## src/zrfd_pkg.sv

```systemverilog
// Shared types and constants for the zero-run frame decoder.
// No dependencies; imported by every module of the block.
package zrfd_pkg;

   localparam logic [7:0] END_MARK   = 8'hFF;
   localparam logic [7:0] RUN_PREFIX = 8'h00;

   // depth of the front-to-back queue, power of two
   localparam int unsigned QUEUE_DEPTH = 4;

   typedef enum logic [1:0] {
      OP_LITERAL,
      OP_RUN,
      OP_END
   } zrfd_op_type;

   typedef struct packed {
      zrfd_op_type op;
      logic [7:0]  value;
   } zrfd_entry_type;

   typedef struct packed {
      logic           valid;
      zrfd_entry_type entry;
   } zrfd_push_type;

   typedef struct packed {
      logic [7:0] start_index;
      logic [7:0] run_length;
      logic [7:0] cell_value;
      logic       frame_done;
      logic       last_of_item;
   } zrfd_seg_type;

endpackage

```

## src/zrfd_front.sv

```systemverilog
// Front end: accepts received bytes, tracks the run prefix flag and
// pushes classified operations. Depends on zrfd_pkg.
module zrfd_front
   import zrfd_pkg::*;
(
   input  logic          clock,
   input  logic          reset,
   input  logic          req_tvalid,
   output logic          req_tready,
   input  logic [7:0]    req_tdata,
   input  logic          queue_full,
   output zrfd_push_type push
);

   logic pending_ff;
   logic pending_in;
   logic accept;

   assign req_tready = !queue_full;
   assign accept     = req_tvalid && !queue_full;

   always_comb begin
      pending_in       = pending_ff;
      push.valid       = 1'b0;
      push.entry.op    = OP_LITERAL;
      push.entry.value = req_tdata;
      if (accept) begin
         // end marker wins over a pending prefix and leaves the flag alone
         priority if (req_tdata == END_MARK) begin
            push.valid    = 1'b1;
            push.entry.op = OP_END;
         end else if (pending_ff) begin
            pending_in    = 1'b0;
            push.valid    = (req_tdata != RUN_PREFIX);
            push.entry.op = OP_RUN;
         end else if (req_tdata == RUN_PREFIX) begin
            pending_in = 1'b1;
         end else begin
            push.valid    = 1'b1;
            push.entry.op = OP_LITERAL;
         end
      end
   end

   always_ff @(posedge clock) begin
      if (reset) begin
         pending_ff <= 1'b0;
      end else begin
         pending_ff <= pending_in;
      end
   end

endmodule

```

## src/zrfd_queue.sv

```systemverilog
// Short FIFO of classified operations between front and back.
// Depends on zrfd_pkg.
module zrfd_queue
   import zrfd_pkg::*;
(
   input  logic          clock,
   input  logic          reset,
   input  zrfd_push_type push,
   output logic          full,
   output zrfd_push_type head,
   input  logic          pop
);

   localparam int unsigned PTR_W = $clog2(QUEUE_DEPTH);

   zrfd_entry_type   store_ff [QUEUE_DEPTH];
   logic [PTR_W-1:0] wr_ptr_ff;
   logic [PTR_W-1:0] wr_ptr_in;
   logic [PTR_W-1:0] rd_ptr_ff;
   logic [PTR_W-1:0] rd_ptr_in;
   logic [PTR_W:0]   count_ff;
   logic [PTR_W:0]   count_in;
   logic             do_pop;

   assign full       = (count_ff == (PTR_W+1)'(QUEUE_DEPTH));
   assign head.valid = (count_ff != '0);
   assign head.entry = store_ff[rd_ptr_ff];
   assign do_pop     = pop && head.valid;

   always_comb begin
      wr_ptr_in = push.valid ? wr_ptr_ff + 1'b1 : wr_ptr_ff;
      rd_ptr_in = do_pop ? rd_ptr_ff + 1'b1 : rd_ptr_ff;
      count_in  = count_ff + (PTR_W+1)'(push.valid) - (PTR_W+1)'(do_pop);
   end

   always_ff @(posedge clock) begin
      if (reset) begin
         wr_ptr_ff <= '0;
         rd_ptr_ff <= '0;
         count_ff  <= '0;
      end else begin
         wr_ptr_ff <= wr_ptr_in;
         rd_ptr_ff <= rd_ptr_in;
         count_ff  <= count_in;
      end
   end

   always_ff @(posedge clock) begin
      if (push.valid) begin
         store_ff[wr_ptr_ff] <= push.entry;
      end
   end

   a_no_push_when_full: assert property (@(posedge clock) disable iff (reset)
      push.valid |-> !full)
      else $error("queue written while full");

endmodule

```

## src/zrfd_back.sv

```systemverilog
// Back end: owns the cell position and expands operations into write segments,
// one per cycle if rsp is free, into the output register. Depends on zrfd_pkg.
module zrfd_back
   import zrfd_pkg::*;
#(
   parameter int unsigned FRAME_COLS = 16,
   parameter int unsigned FRAME_ROWS = 10
) (
   input  logic          clock,
   input  logic          reset,
   input  zrfd_push_type head,
   output logic          pop,
   output logic          rsp_tvalid,
   input  logic          rsp_tready,
   output zrfd_seg_type  rsp_seg
);

   localparam int unsigned FRAME_CELLS = FRAME_COLS * FRAME_ROWS;
   localparam int unsigned CNT_W       = $clog2(FRAME_CELLS + 1);
   localparam int unsigned WIDE_W      = (CNT_W > 8) ? CNT_W : 8;

   // remainder of a run after whole frames: constant table of r mod F
   logic [7:0] mod_lut [256];
   for (genvar g = 0; g < 256; g++) begin : g_mod
      assign mod_lut[g] = 8'(g % FRAME_CELLS);
   end

   logic [CNT_W-1:0]  pos_ff;
   logic [CNT_W-1:0]  pos_in;
   logic              whole_ff;
   logic              whole_in;
   logic              rem_ff;
   logic              rem_in;
   logic [7:0]        rem_len_ff;
   logic [7:0]        rem_len_in;
   logic              out_valid_ff;
   logic              out_valid_in;
   zrfd_seg_type      out_ff;
   zrfd_seg_type      out_in;

   logic              out_free;
   logic              busy;
   logic [CNT_W-1:0]  room;
   logic [WIDE_W-1:0] room_w;
   logic [WIDE_W-1:0] n_w;
   logic              fits;
   logic [7:0]        over;
   logic [7:0]        rem_v;
   logic              whole_v;
   logic              last_cell;

   assign out_free   = !out_valid_ff || rsp_tready;
   assign busy       = whole_ff || rem_ff;
   assign pop        = out_free && !busy && head.valid;

   assign room       = CNT_W'(FRAME_CELLS) - pos_ff;
   assign room_w     = WIDE_W'(room);
   assign n_w        = WIDE_W'(head.entry.value);
   assign fits       = (n_w < room_w);
   assign over       = 8'(n_w - room_w);
   assign rem_v      = mod_lut[over];
   assign whole_v    = (WIDE_W'(over) >= WIDE_W'(FRAME_CELLS));
   assign last_cell  = (pos_ff == CNT_W'(FRAME_CELLS - 1));

   always_comb begin
      pos_in       = pos_ff;
      whole_in     = whole_ff;
      rem_in       = rem_ff;
      rem_len_in   = rem_len_ff;
      out_valid_in = out_valid_ff && !rsp_tready;
      out_in       = out_ff;
      if (out_free) begin
         priority if (whole_ff) begin
            out_in       = '{8'd0, 8'(FRAME_CELLS), 8'd0, 1'b1, !rem_ff};
            whole_in     = 1'b0;
            out_valid_in = 1'b1;
         end else if (rem_ff) begin
            out_in       = '{8'd0, rem_len_ff, 8'd0, 1'b0, 1'b1};
            rem_in       = 1'b0;
            out_valid_in = 1'b1;
         end else if (head.valid) begin
            out_valid_in = 1'b1;
            unique case (head.entry.op)
               OP_LITERAL: begin
                  out_in = '{8'(pos_ff), 8'd1, head.entry.value, last_cell, 1'b1};
                  pos_in = last_cell ? '0 : pos_ff + 1'b1;
               end
               OP_END: begin
                  out_in = '{8'(pos_ff), 8'd0, 8'd0, 1'b1, 1'b1};
                  pos_in = '0;
               end
               OP_RUN: begin
                  if (fits) begin
                     out_in = '{8'(pos_ff), head.entry.value, 8'd0, 1'b0, 1'b1};
                     pos_in = pos_ff + CNT_W'(head.entry.value);
                  end else begin
                     // fill to frame end; any whole frame and remainder follow
                     out_in     = '{8'(pos_ff), 8'(room), 8'd0, 1'b1,
                                    !whole_v && (rem_v == 8'd0)};
                     whole_in   = whole_v;
                     rem_in     = (rem_v != 8'd0);
                     rem_len_in = rem_v;
                     pos_in     = CNT_W'(rem_v);
                  end
               end
               default: begin
                  out_valid_in = out_valid_ff && !rsp_tready;
               end
            endcase
         end
      end
   end

   always_ff @(posedge clock) begin
      if (reset) begin
         pos_ff       <= '0;
         whole_ff     <= 1'b0;
         rem_ff       <= 1'b0;
         out_valid_ff <= 1'b0;
      end else begin
         pos_ff       <= pos_in;
         whole_ff     <= whole_in;
         rem_ff       <= rem_in;
         out_valid_ff <= out_valid_in;
      end
   end

   always_ff @(posedge clock) begin
      rem_len_ff <= rem_len_in;
      out_ff     <= out_in;
   end

   assign rsp_tvalid = out_valid_ff;
   assign rsp_seg    = out_ff;

   a_pos_in_frame: assert property (@(posedge clock) disable iff (reset)
      WIDE_W'(pos_ff) < WIDE_W'(FRAME_CELLS))
      else $error("cell position outside frame");

   a_no_pop_while_split: assert property (@(posedge clock) disable iff (reset)
      busy |-> !pop)
      else $error("new operation taken while a split run is still open");

   a_empty_seg_ends_frame: assert property (@(posedge clock) disable iff (reset)
      (out_valid_ff && (out_ff.run_length == 8'd0)) |-> out_ff.frame_done)
      else $error("zero-length segment without frame end");

endmodule

```

## src/zero_run_frame_decoder.sv

```systemverilog
// Zero-run frame decoder: one received byte per transfer, write segments out.
// Path: accepted bytes are queued, then expanded into segments in the output register.
// Throughput: one byte per cycle while the queue is not full; a run that crosses the
// frame end keeps the segment unit busy for two or three segments in all.
// Reset (synchronous): clears run/split flags, cell position, queue and output valid.
// Depends on zrfd_pkg, zrfd_front, zrfd_queue, zrfd_back.
module zero_run_frame_decoder
   import zrfd_pkg::*;
#(
   parameter int unsigned FRAME_COLS = 16,
   parameter int unsigned FRAME_ROWS = 10
) (
   input  logic        clock,
   input  logic        reset,
   // byte stream in
   input  logic        req_tvalid,
   output logic        req_tready,
   input  logic [7:0]  req_tdata,   // [7:0] rx_byte
   // segment stream out
   output logic        rsp_tvalid,
   input  logic        rsp_tready,
   output logic [23:0] rsp_tdata,   // [7:0] start_index, [15:8] run_length,
                                    // [23:16] cell_value
   output logic        rsp_tuser,   // [0] frame_done
   output logic        rsp_tlast    // last segment caused by one byte
);

   zrfd_push_type push;
   zrfd_push_type head;
   logic          queue_full;
   logic          pop;
   zrfd_seg_type  seg;

   // front: run prefix flag and classification of each transfer
   zrfd_front u_front (
      .clock      (clock),
      .reset      (reset),
      .req_tvalid (req_tvalid),
      .req_tready (req_tready),
      .req_tdata  (req_tdata),
      .queue_full (queue_full),
      .push       (push)
   );

   // queue lets the front keep taking bytes while a split run drains
   zrfd_queue u_queue (
      .clock (clock),
      .reset (reset),
      .push  (push),
      .full  (queue_full),
      .head  (head),
      .pop   (pop)
   );

   // back: cell position and segment generation, registered output
   zrfd_back #(
      .FRAME_COLS (FRAME_COLS),
      .FRAME_ROWS (FRAME_ROWS)
   ) u_back (
      .clock      (clock),
      .reset      (reset),
      .head       (head),
      .pop        (pop),
      .rsp_tvalid (rsp_tvalid),
      .rsp_tready (rsp_tready),
      .rsp_seg    (seg)
   );

   assign rsp_tdata = {seg.cell_value, seg.run_length, seg.start_index};
   assign rsp_tuser = seg.frame_done;
   assign rsp_tlast = seg.last_of_item;

endmodule

```

## config.mk

```make
export PLATFORM = sky130hd
export DESIGN_NAME = zero_run_frame_decoder
export DESIGN_NICKNAME = d
export VERILOG_FILES = /design/src/zrfd_pkg.sv /design/src/zrfd_front.sv /design/src/zrfd_queue.sv /design/src/zrfd_back.sv /design/src/zero_run_frame_decoder.sv
export SDC_FILE = /design/constraint.sdc
export NUM_CORES = 1
export LEC_CHECK = 0
export BUFFER_PORTS_ARGS = -buffer_cell sky130_fd_sc_hd__buf_2
export CAP_MARGIN = 40
export CORE_MARGIN = 2
export CORE_UTILIZATION = 60
export DETAILED_ROUTE_END_ITERATION = 6
export GPL_TIMING_DRIVEN = 0
export PLACE_DENSITY = 0.91
export SYNTH_ARGS = -nofsm -noshare
export SYNTH_HDL_FRONTEND = slang
export SYNTH_SLANG_ARGS = --single-unit
export TNS_END_PERCENT = 20
```

## constraint.sdc

```tcl
create_clock -name clock -period 3.6 [get_ports clock]
set_input_delay 0.36 -clock clock [delete_from_list [all_inputs] [get_ports clock]]
set_output_delay 0.36 -clock clock [all_outputs]
set_load 0.01 [all_outputs]
```

==> flow_summary.yaml, run 1 <==
sta:
  hold_viol: 0
  layout_min_cycle_time_ns: 3.47
  finalSetupViolCount: 0
  worstMarginPinSlew_ns: 0.624
  fmax_ghz: 0.288
  slew_headroom_pct: 58.1
  final_max_slew_viol_count: 0
  period_share_pct: 96.4
  rsz0062_at_grt: "true"
  fin_skew_ns: 0.0147
  setup_tns_ns: 0
clocking:
  cts.sinks: 95
  htreeDepth: 3
  cts_inserted_buffers: 9
  clk_path_buf_depth: 2
  cts_hold_buf: 0
  clk_pin_slew_ns: 0.10
  clock_latency_ns: 0.37
  cts_tree: "done"
  clk_root_buffer_cell: "clkbuf_8"
synth:
  netlist_area_um2: 5060
  yosysWarnings: 0
  synth_area_per_cell_um2: 11.5
  synth_nets: 482
  synthFlopType: "edfxtp_1"
  syn_inst: 440
  synth_seq_cells: 95
  synth_edf_count: 74
  ys_top_cells_by_area: "edfxtp_1 (44%), dfxtp_1 (8.3%), ha_1 (6.7%)"
  synth_seq_area_share_pct: 52.2
  synth_top_area_share_pct: 43.9
  yosysUniqueCellTypes: 62
  synth_top_area_cell: "edfxtp_1"
  async_flop_share_pct: 0
global_route:
  grt_overflow: 0
  antenna_found_initial: 0
  grtUsageTotal_pct: 26.3
  grt_max_degree: 19
  grt_pass1_wl_mm: 17.9
  grt_pass1_vias: 3727
routing:
  wl_met2_mm: 5.89
  via_per_inst: 6.34
  antenna_left: 0
  drtIter0Drc: 302
  routed_wl_mm: 11.4
  met3_wirelength_um: 746
  avgRoutedWirePerCell_um: 19.0
  top_layer: "met4"
  wirelength_met1_mm: 4.35
  drc: 0
  detail_route.first_pass.iterations: 5
  vias: 3804
floorplan:
  die_w_um: 95.8
  die_h_um: 95.8
  core_area_um2: 8180
  num_io_pins: 40
  start_util_pct: 61.9
  fp-row-count: 33
  dieArea_um2: 9180
placed_design:
  place.gp.congestion: 0.922
  portBuffers: 39
  dp_hpwl_mm: 8.51
  place_area_um2: 5400
cells_and_area:
  final_util_pct: 68.7
  drive_gt1_share_pct: 17.8
  stdcell_area_um2: 5620
  antennaDiodeCount: 0
  nets: 532
  area_growth_pct: 11.0
status:
  outcome: "finished clean"
critical_path:
  critPathRequiredTime_ns: 3.83
  worstPathArrival_ns: 3.70
  crit_path_start_kind: "register"
  path_class: "register to register"
  path_max_fanout: 10
  end_kind: "register"
hold_path:
  hp-class: "primary input to register"
job:
  maxCapViolCount: 0
==> layout by cell type, fill, tap and decap left out, types with 3 or more instances in the layout <==
cell and instances:
o31ai_1 5, xor2_1 10, or3_1 8, a21o_1 5, clkinv_4 3, a31oi_1 3
inv_1 24, and2_1 19, edfxtp_1 74, o21ai_0 11, o21ai_1 8, nand3_1 11
and3_1 3, nand2_1 24, mux4_2 10, clkbuf_8 9, a211oi_1 4, nor2_1 30
ha_1 26, buf_2 42, a21oi_2 3, nor4_1 3, o211ai_1 5, o22ai_1 3
clkbuf_1 11, fa_1 3, a21oi_1 32, clkinv_1 3, nand4_1 3, nor3_1 9
nor2b_1 3, nand2b_1 7, dfxtp_1 20, mux2i_1 3, xnor2_1 12
==> path summary, 6_finish.rpt <==
kind	startpoint	slack, ns	to	depth (start not counted)
worst min-delay path	req_tdata[6]	0.22	u_queue.store_ff[2][6]	1
worst min register to register	u_front.pending_ff	0.50	u_front.pending_ff	2
worst max-delay path	u_back.pos_ff[3]	0.13	u_back.pos_ff[4]	14
worst max register to register	u_back.pos_ff[3]	0.13	u_back.pos_ff[4]	14
==> layer usage <==
metal	up-vias	track usage (%)
met3	32	4.62
met5	-	0
met4	0	13.9
met1	1851	30.7
met2	180	46.1
li1	1741	-
==> flip-flops by register name (all words and copies together), names as in the netlist, named ones only <==
name and flops:
u_back.pos_ff 8, u_back.rsp_tvalid 1, u_back.rsp_seg 26, u_queue.count_ff 3, u_back.rem_ff 1, u_back.rem_len_ff 8
u_queue.rd_ptr_ff 2, u_front.pending_ff 1, u_queue.store_ff 40, u_queue.wr_ptr_ff 2, u_back.whole_ff 1
==> cell type report <==
class | instances | area [um^2]
sequential | 95 | 2640
fill | 631 | 2560
multi-input combinational | 302 | 2290
timing repair buffer | 40 | 206
tap | 105 | 131
clock buffer | 9 | 124
inverter | 25 | 93.8
buffer | 17 | 82.6
clock inverter | 7 | 47.5
==> worst max-delay path, cell delays in order (launching register included) <==
cell	delay [ns]
dfxtp_1	0.33
clkbuf_1	0.22
or4_4	0.47
o21a_1	0.21
nor2_2	0.09
xnor2_1	0.19
ha_1	0.30
buf_2	0.18
and2_1	0.19
nand2_1	0.14
a21oi_4	0.07
nor2_2	0.29
buf_4	0.27
mux2i_1	0.26
o22ai_1	0.10
==> through the flow <==
| stage | instances | setup slack, ns | hold WS, ns |
|---|---|---|---|
| finish | 600 | 0.130 | 0.223 |
| global route | 600 | -0.0211 | 0.229 |
| CTS | 600 | 0.00159 | 0.224 |
| detailed placement | 585 | -0.317 | 0.494 |
| global placement | 584 | -0.222 | 0.450 |
| floorplan | 440 | 0.405 | 0.440 |
==> repair_timing <==
item | in CTS | in global routing
setup buffers | 0 | 0
resized for setup | 1 | 10
endpoints found under the setup margin | 10 | 21
==> cell families after synthesis <==
logic type               share of synthesized area [%]
AO/OA/AOI/OAI                                     13.4
XOR/XNOR                                          3.81
adder cells (fa/ha/maj)                           7.86
buffers and inverters                             3.51
flip-flops                                        52.2
multiplexers                                      5.04
AND/OR/NAND/NOR                                   14.2
==> Yosys cell counts, types with 4 or more instances <==
master,instances
a21o_1,5
inv_1,24
nor2_1,32
edfxtp_1,74
o31ai_1,5
clkbuf_1,12
buf_2,4
ha_1,27
nor3_1,9
mux4_2,10
xnor2_1,12
a211oi_1,4
or3_1,8
nand3_1,11
xor2_1,10
a21oi_1,33
dfxtp_1,21
o21ai_1,8
nand2_1,25
nand2b_1,7
o211ai_1,5
o21ai_0,11
and2_1,19
Power of run 1 is left out: the tool's default activity adds up to more than one toggle a clock period on the data nets, which glitch-free logic cannot reach.
==> inputs of run 2 (changes only) <==
CELL_PAD_IN_SITES_DETAIL_PLACEMENT = 0   (was not set)
CELL_PAD_IN_SITES_GLOBAL_PLACEMENT = 1   (was not set)
CORE_UTILIZATION = 49   (was 60)
==> flow_summary.yaml, run 2 (synthesis results as in run 1) <==
critical_path:
  end_kind: "register"
  worstPathArrival_ns: 3.71
  cp_top_family: "simple AND/OR/NAND/NOR gates"
  critPathRequiredTime_ns: 3.83
  cpMaxStageDelayCell: "or4_4"
  crit_path_start_kind: "register"
  slowest_delay_ns: 0.57
  path_max_fanout: 10
  crit_chain: "or4_4 > o21a_1 > nor2_2 > xnor2_1 > ha_1 > buf_2 > and2_1 > nand2_1 > a21oi_4 > nor2_4 > clkbuf_4 > mux2i_1 > o22ai_1"
  path_class: "register to register"
  cp_num_buf_inv: 2
cells_and_area:
  largest_reg_flops: 40
  fill_cells: 883
  nets: 534
  top_register: "u_queue.store_ff"
  area_growth_pct: 13.0
  drive_gt1_share_pct: 18.7
  layout_common_cells: "edfxtp_1 (74), buf_2 (42), a21oi_1 (31), nor2_1 (30), ha_1 (27)"
  antennaDiodeCount: 0
  fin_cells: 633
  mostFrequentLayoutCell: "edfxtp_1"
  final_util_pct: 56.1
clocking:
  cts_hold_buf: 0
  clk_pin_slew_ns: 0.10
  clock_latency_ns: 0.36
  htreeDepth: 3
  clk_path_buf_depth: 2
  cts_tree: "done"
  cts.sinks: 95
  clk_root_buffer_cell: "clkbuf_8"
  cts_inserted_buffers: 9
sta:
  hold_viol: 0
  final_max_slew_viol_count: 0
  finalSetupViolCount: 0
  worstMarginPinSlew_ns: 0.593
  layout_min_cycle_time_ns: 3.48
  fin_skew_ns: 0.0135
  slew_headroom_pct: 60.5
  timing.final.ws_setup_ns: 0.119
  fmax_ghz: 0.287
  rsz0062_at_grt: "false"
  hold_ws_ns: 0.238
  period_share_pct: 96.7
floorplan:
  dieArea_um2: 11200
  die_h_um: 106
  die_w_um: 106
  fp-row-count: 37
  num_io_pins: 40
  start_util_pct: 49.7
  core_area_um2: 10200
routing:
  routed_wl_mm: 11.1
  drtIter0Drc: 253
  vias: 3670
  avgRoutedWirePerCell_um: 17.5
  antenna_left: 0
  via_per_inst: 5.80
  drc: 0
  detail_route.first_pass.iterations: 5
global_route:
  grt_overflow: 0
  grt_pass1_vias: 3521
  antenna_found_initial: 0
  grt_max_degree: 18
  grtUsageTotal_pct: 20.4
  grt_pass1_wl_mm: 17.6
status:
  outcome: "finished clean"
placed_design:
  portBuffers: 39
  pre_cts_ws_ns: -0.396
  dp_hpwl_mm: 8.41
  place.gp.congestion: 0.901
  dp.cells: 616
hold_path:
  hp-class: "primary input to register"
job:
  maxCapViolCount: 0
run 2: cell types whose count changed in the layout (fill, tap and decap cells not counted), sizes merged:
cell	delta
buf	+2
clkinv	-3
clkbuf	+1
clkinvlp	+1
bufinv	+1
run 2: worst reg2reg max path, delay by kind of cell, from the launching register on:
kind	cells	cell delay [ns]
AOI/OAI and AO/OA	3	0.40
xor gates and xnor gates	1	0.24
adders and majority gates	1	0.31
buffers and inverters	2	0.47
DFF	1	0.43
muxes	1	0.29
and+or+nand+nor	5	1.22
run 2: final timing paths:
check	slack [ns]	start	depth (start not counted)	to
max	0.12	u_back.pos_ff[1]	13	u_back.pos_ff[4]
min	0.24	req_tdata[1]	1	u_queue.store_ff[2][1]
max reg2reg	0.12	u_back.pos_ff[1]	13	u_back.pos_ff[4]
min reg2reg	0.49	u_front.pending_ff	2	u_front.pending_ff
run 2: layout make-up:
class,count,area [um^2],share of cell area [%]
clock inverter,6,70.1,1.23
inverter,25,93.8,1.64
sequential,95,2640,46.2
buffer,16,78.8,1.38
timing repair buffer,43,229,4.01
multi-input combinational,302,2300,40.3
clock buffer,10,128,2.23
tap,136,170,2.98
run 2: what timing repair did:
item,in CTS,in global routing
gates resized for setup,4,9
setup buffers,0,3
pin swaps,0,3
hold endpoints to repair,0,0
endpoints found under the setup margin,15,22
run 2: metrics by stage:
| stage | TNS (ns) | instance area (um^2) |
|---|---|---|
| 5_1_grt | 0 | 5720 |
| 2_1_floorplan | 0 | 5060 |
| 6_report | 0 | 5720 |
| 4_1_cts | -0.00247 | 5660 |
| 3_5_place_dp | -3.41 | 5440 |
| 3_3_place_gp | -9.66 | 5430 |
run 2: per-layer routing:
layer | global-route usage (%) | up-vias | share of wire (%)
met4 | 8.27 | 0 | 2.6
met3 | 3.09 | 25 | 4.1
li1 | - | 1739 | -
met5 | 0 | - | 0
met2 | 34.6 | 126 | 50
met1 | 26.3 | 1780 | 43
Power of run 2 is left out for the same reason.
==> inputs of run 3 (changes only) <==
CORE_UTILIZATION = 54   (was 49)
CTS_BUF_LIST = sky130_fd_sc_hd__clkbuf_4   (was not set)
PLACE_DENSITY = 0.95   (was 0.91)
clock period = 4.1 ns   (was 3.6 ns; I/O delays follow)
==> flow_summary.yaml, run 3 (synthesis results as in run 1) <==
critical_path:
  path_class: "register to register"
  end_kind: "register"
  cp_num_buf_inv: 3
  path_max_fanout: 10
  cp_top_family: "buffers and inverters"
  crit_chain: "clkbuf_1 > mux4_2 > inv_1 > ha_1 > fa_1 > nand2b_1 > a21o_1 > a21oi_2 > nor2_1 > buf_2 > nor2_2"
  critPathRequiredTime_ns: 4.24
  slowest_delay_ns: 0.50
  cpMaxStageDelayCell: "clkbuf_1"
  crit_path_start_kind: "register"
  worstPathArrival_ns: 3.95
clocking:
  htreeDepth: 3
  cts_inserted_buffers: 9
  cts_setup_buffers: 0
  clock_latency_ns: 0.46
  clk_root_buffer_cell: "clkbuf_4"
  cts_hold_buf: 0
  clk_path_buf_depth: 2
  cts.sinks: 95
  cts_resized: 0
  clk_pin_slew_ns: 0.16
  cts_tree: "done"
floorplan:
  die_h_um: 101
  dieArea_um2: 10200
  die_w_um: 101
  fp-row-count: 35
  core_area_um2: 9150
  num_io_pins: 40
  start_util_pct: 55.3
routing:
  routed_wl_mm: 10.9
  drtIter0Drc: 271
  vias: 3608
  via_per_inst: 5.94
  drc: 0
  avgRoutedWirePerCell_um: 17.9
  detail_route.first_pass.iterations: 5
  antenna_left: 0
cells_and_area:
  drive_gt1_share_pct: 17.1
  mostFrequentLayoutCell: "edfxtp_1"
  antennaDiodeCount: 0
  nets: 533
  layout_common_cells: "edfxtp_1 (74), buf_2 (43), a21oi_1 (32), nor2_1 (31), ha_1 (27)"
  top_register: "u_queue.store_ff"
  largest_reg_flops: 40
  fin_cells: 607
  area_growth_pct: 9.79
  fill_cells: 729
sta:
  rsz0062_at_grt: "false"
  final_max_slew_viol_count: 0
  finalSetupViolCount: 0
  fin_skew_ns: 0.0201
  hold_viol: 0
  timing.final.ws_setup_ns: 0.288
  fmax_ghz: 0.262
  slew_headroom_pct: 56.8
  period_share_pct: 93.0
  setup_tns_ns: 0
  hold_ws_ns: 0.186
  worstMarginPinSlew_ns: 0.648
  layout_min_cycle_time_ns: 3.81
job:
  maxCapViolCount: 0
placed_design:
  dp.cells: 591
  pre_cts_ws_ns: 0.134
  place.gp.congestion: 0.941
  portBuffers: 39
  dp_hpwl_mm: 8.11
global_route:
  antenna_found_initial: 0
  grt_pass1_wl_mm: 17.8
  grt_overflow: 0
  grt_pass1_vias: 3476
  grtUsageTotal_pct: 23.2
  grt_max_degree: 19
hold_path:
  hp-class: "primary input to register"
status:
  outcome: "finished clean"
[run 3: per-layer routing]
layer  global-route usage [%]  wire [um]
met1                     31.0       4650
met2                     38.2       5440
met3                     3.26        573
met4                     9.69        228
met5                        0          0
[run 3: worst paths after layout]
check                     startpoint                endpoint  slack, ns  cells past startpoint
setup / recovery            register    u_back.rem_len_ff[1]       0.29                     11
hold / removal          req_tdata[5]  u_queue.store_ff[1][5]       0.19                      1
setup reg to reg            register    u_back.rem_len_ff[1]       0.29                     11
hold reg to reg   u_front.pending_ff      u_front.pending_ff       0.49                      2
[run 3: area by class of cell]
cell class                      count  area (um^2)  area share [%]
Buffer                             18         83.8            1.51
Clock buffer                        9         67.6            1.22
Clock inverter                      7         76.3            1.37
Inverter                           25         93.8            1.69
Multi-Input combinational cell    302         2250            40.4
Sequential cell                    95         2640            47.6
Tap cell                          111          139            2.50
Timing Repair Buffer               40          206            3.72
[run 3: per-stage QoR]
step | cell area, um^2 | utilization, %
3_3_place_gp | 5390 | 58.9
6_report | 5560 | 60.7
2_1_floorplan | 5060 | -
5_1_grt | 5560 | 60.7
3_5_place_dp | 5410 | 59.1
4_1_cts | 5550 | 60.7
Power of run 3 is left out for the same reason.
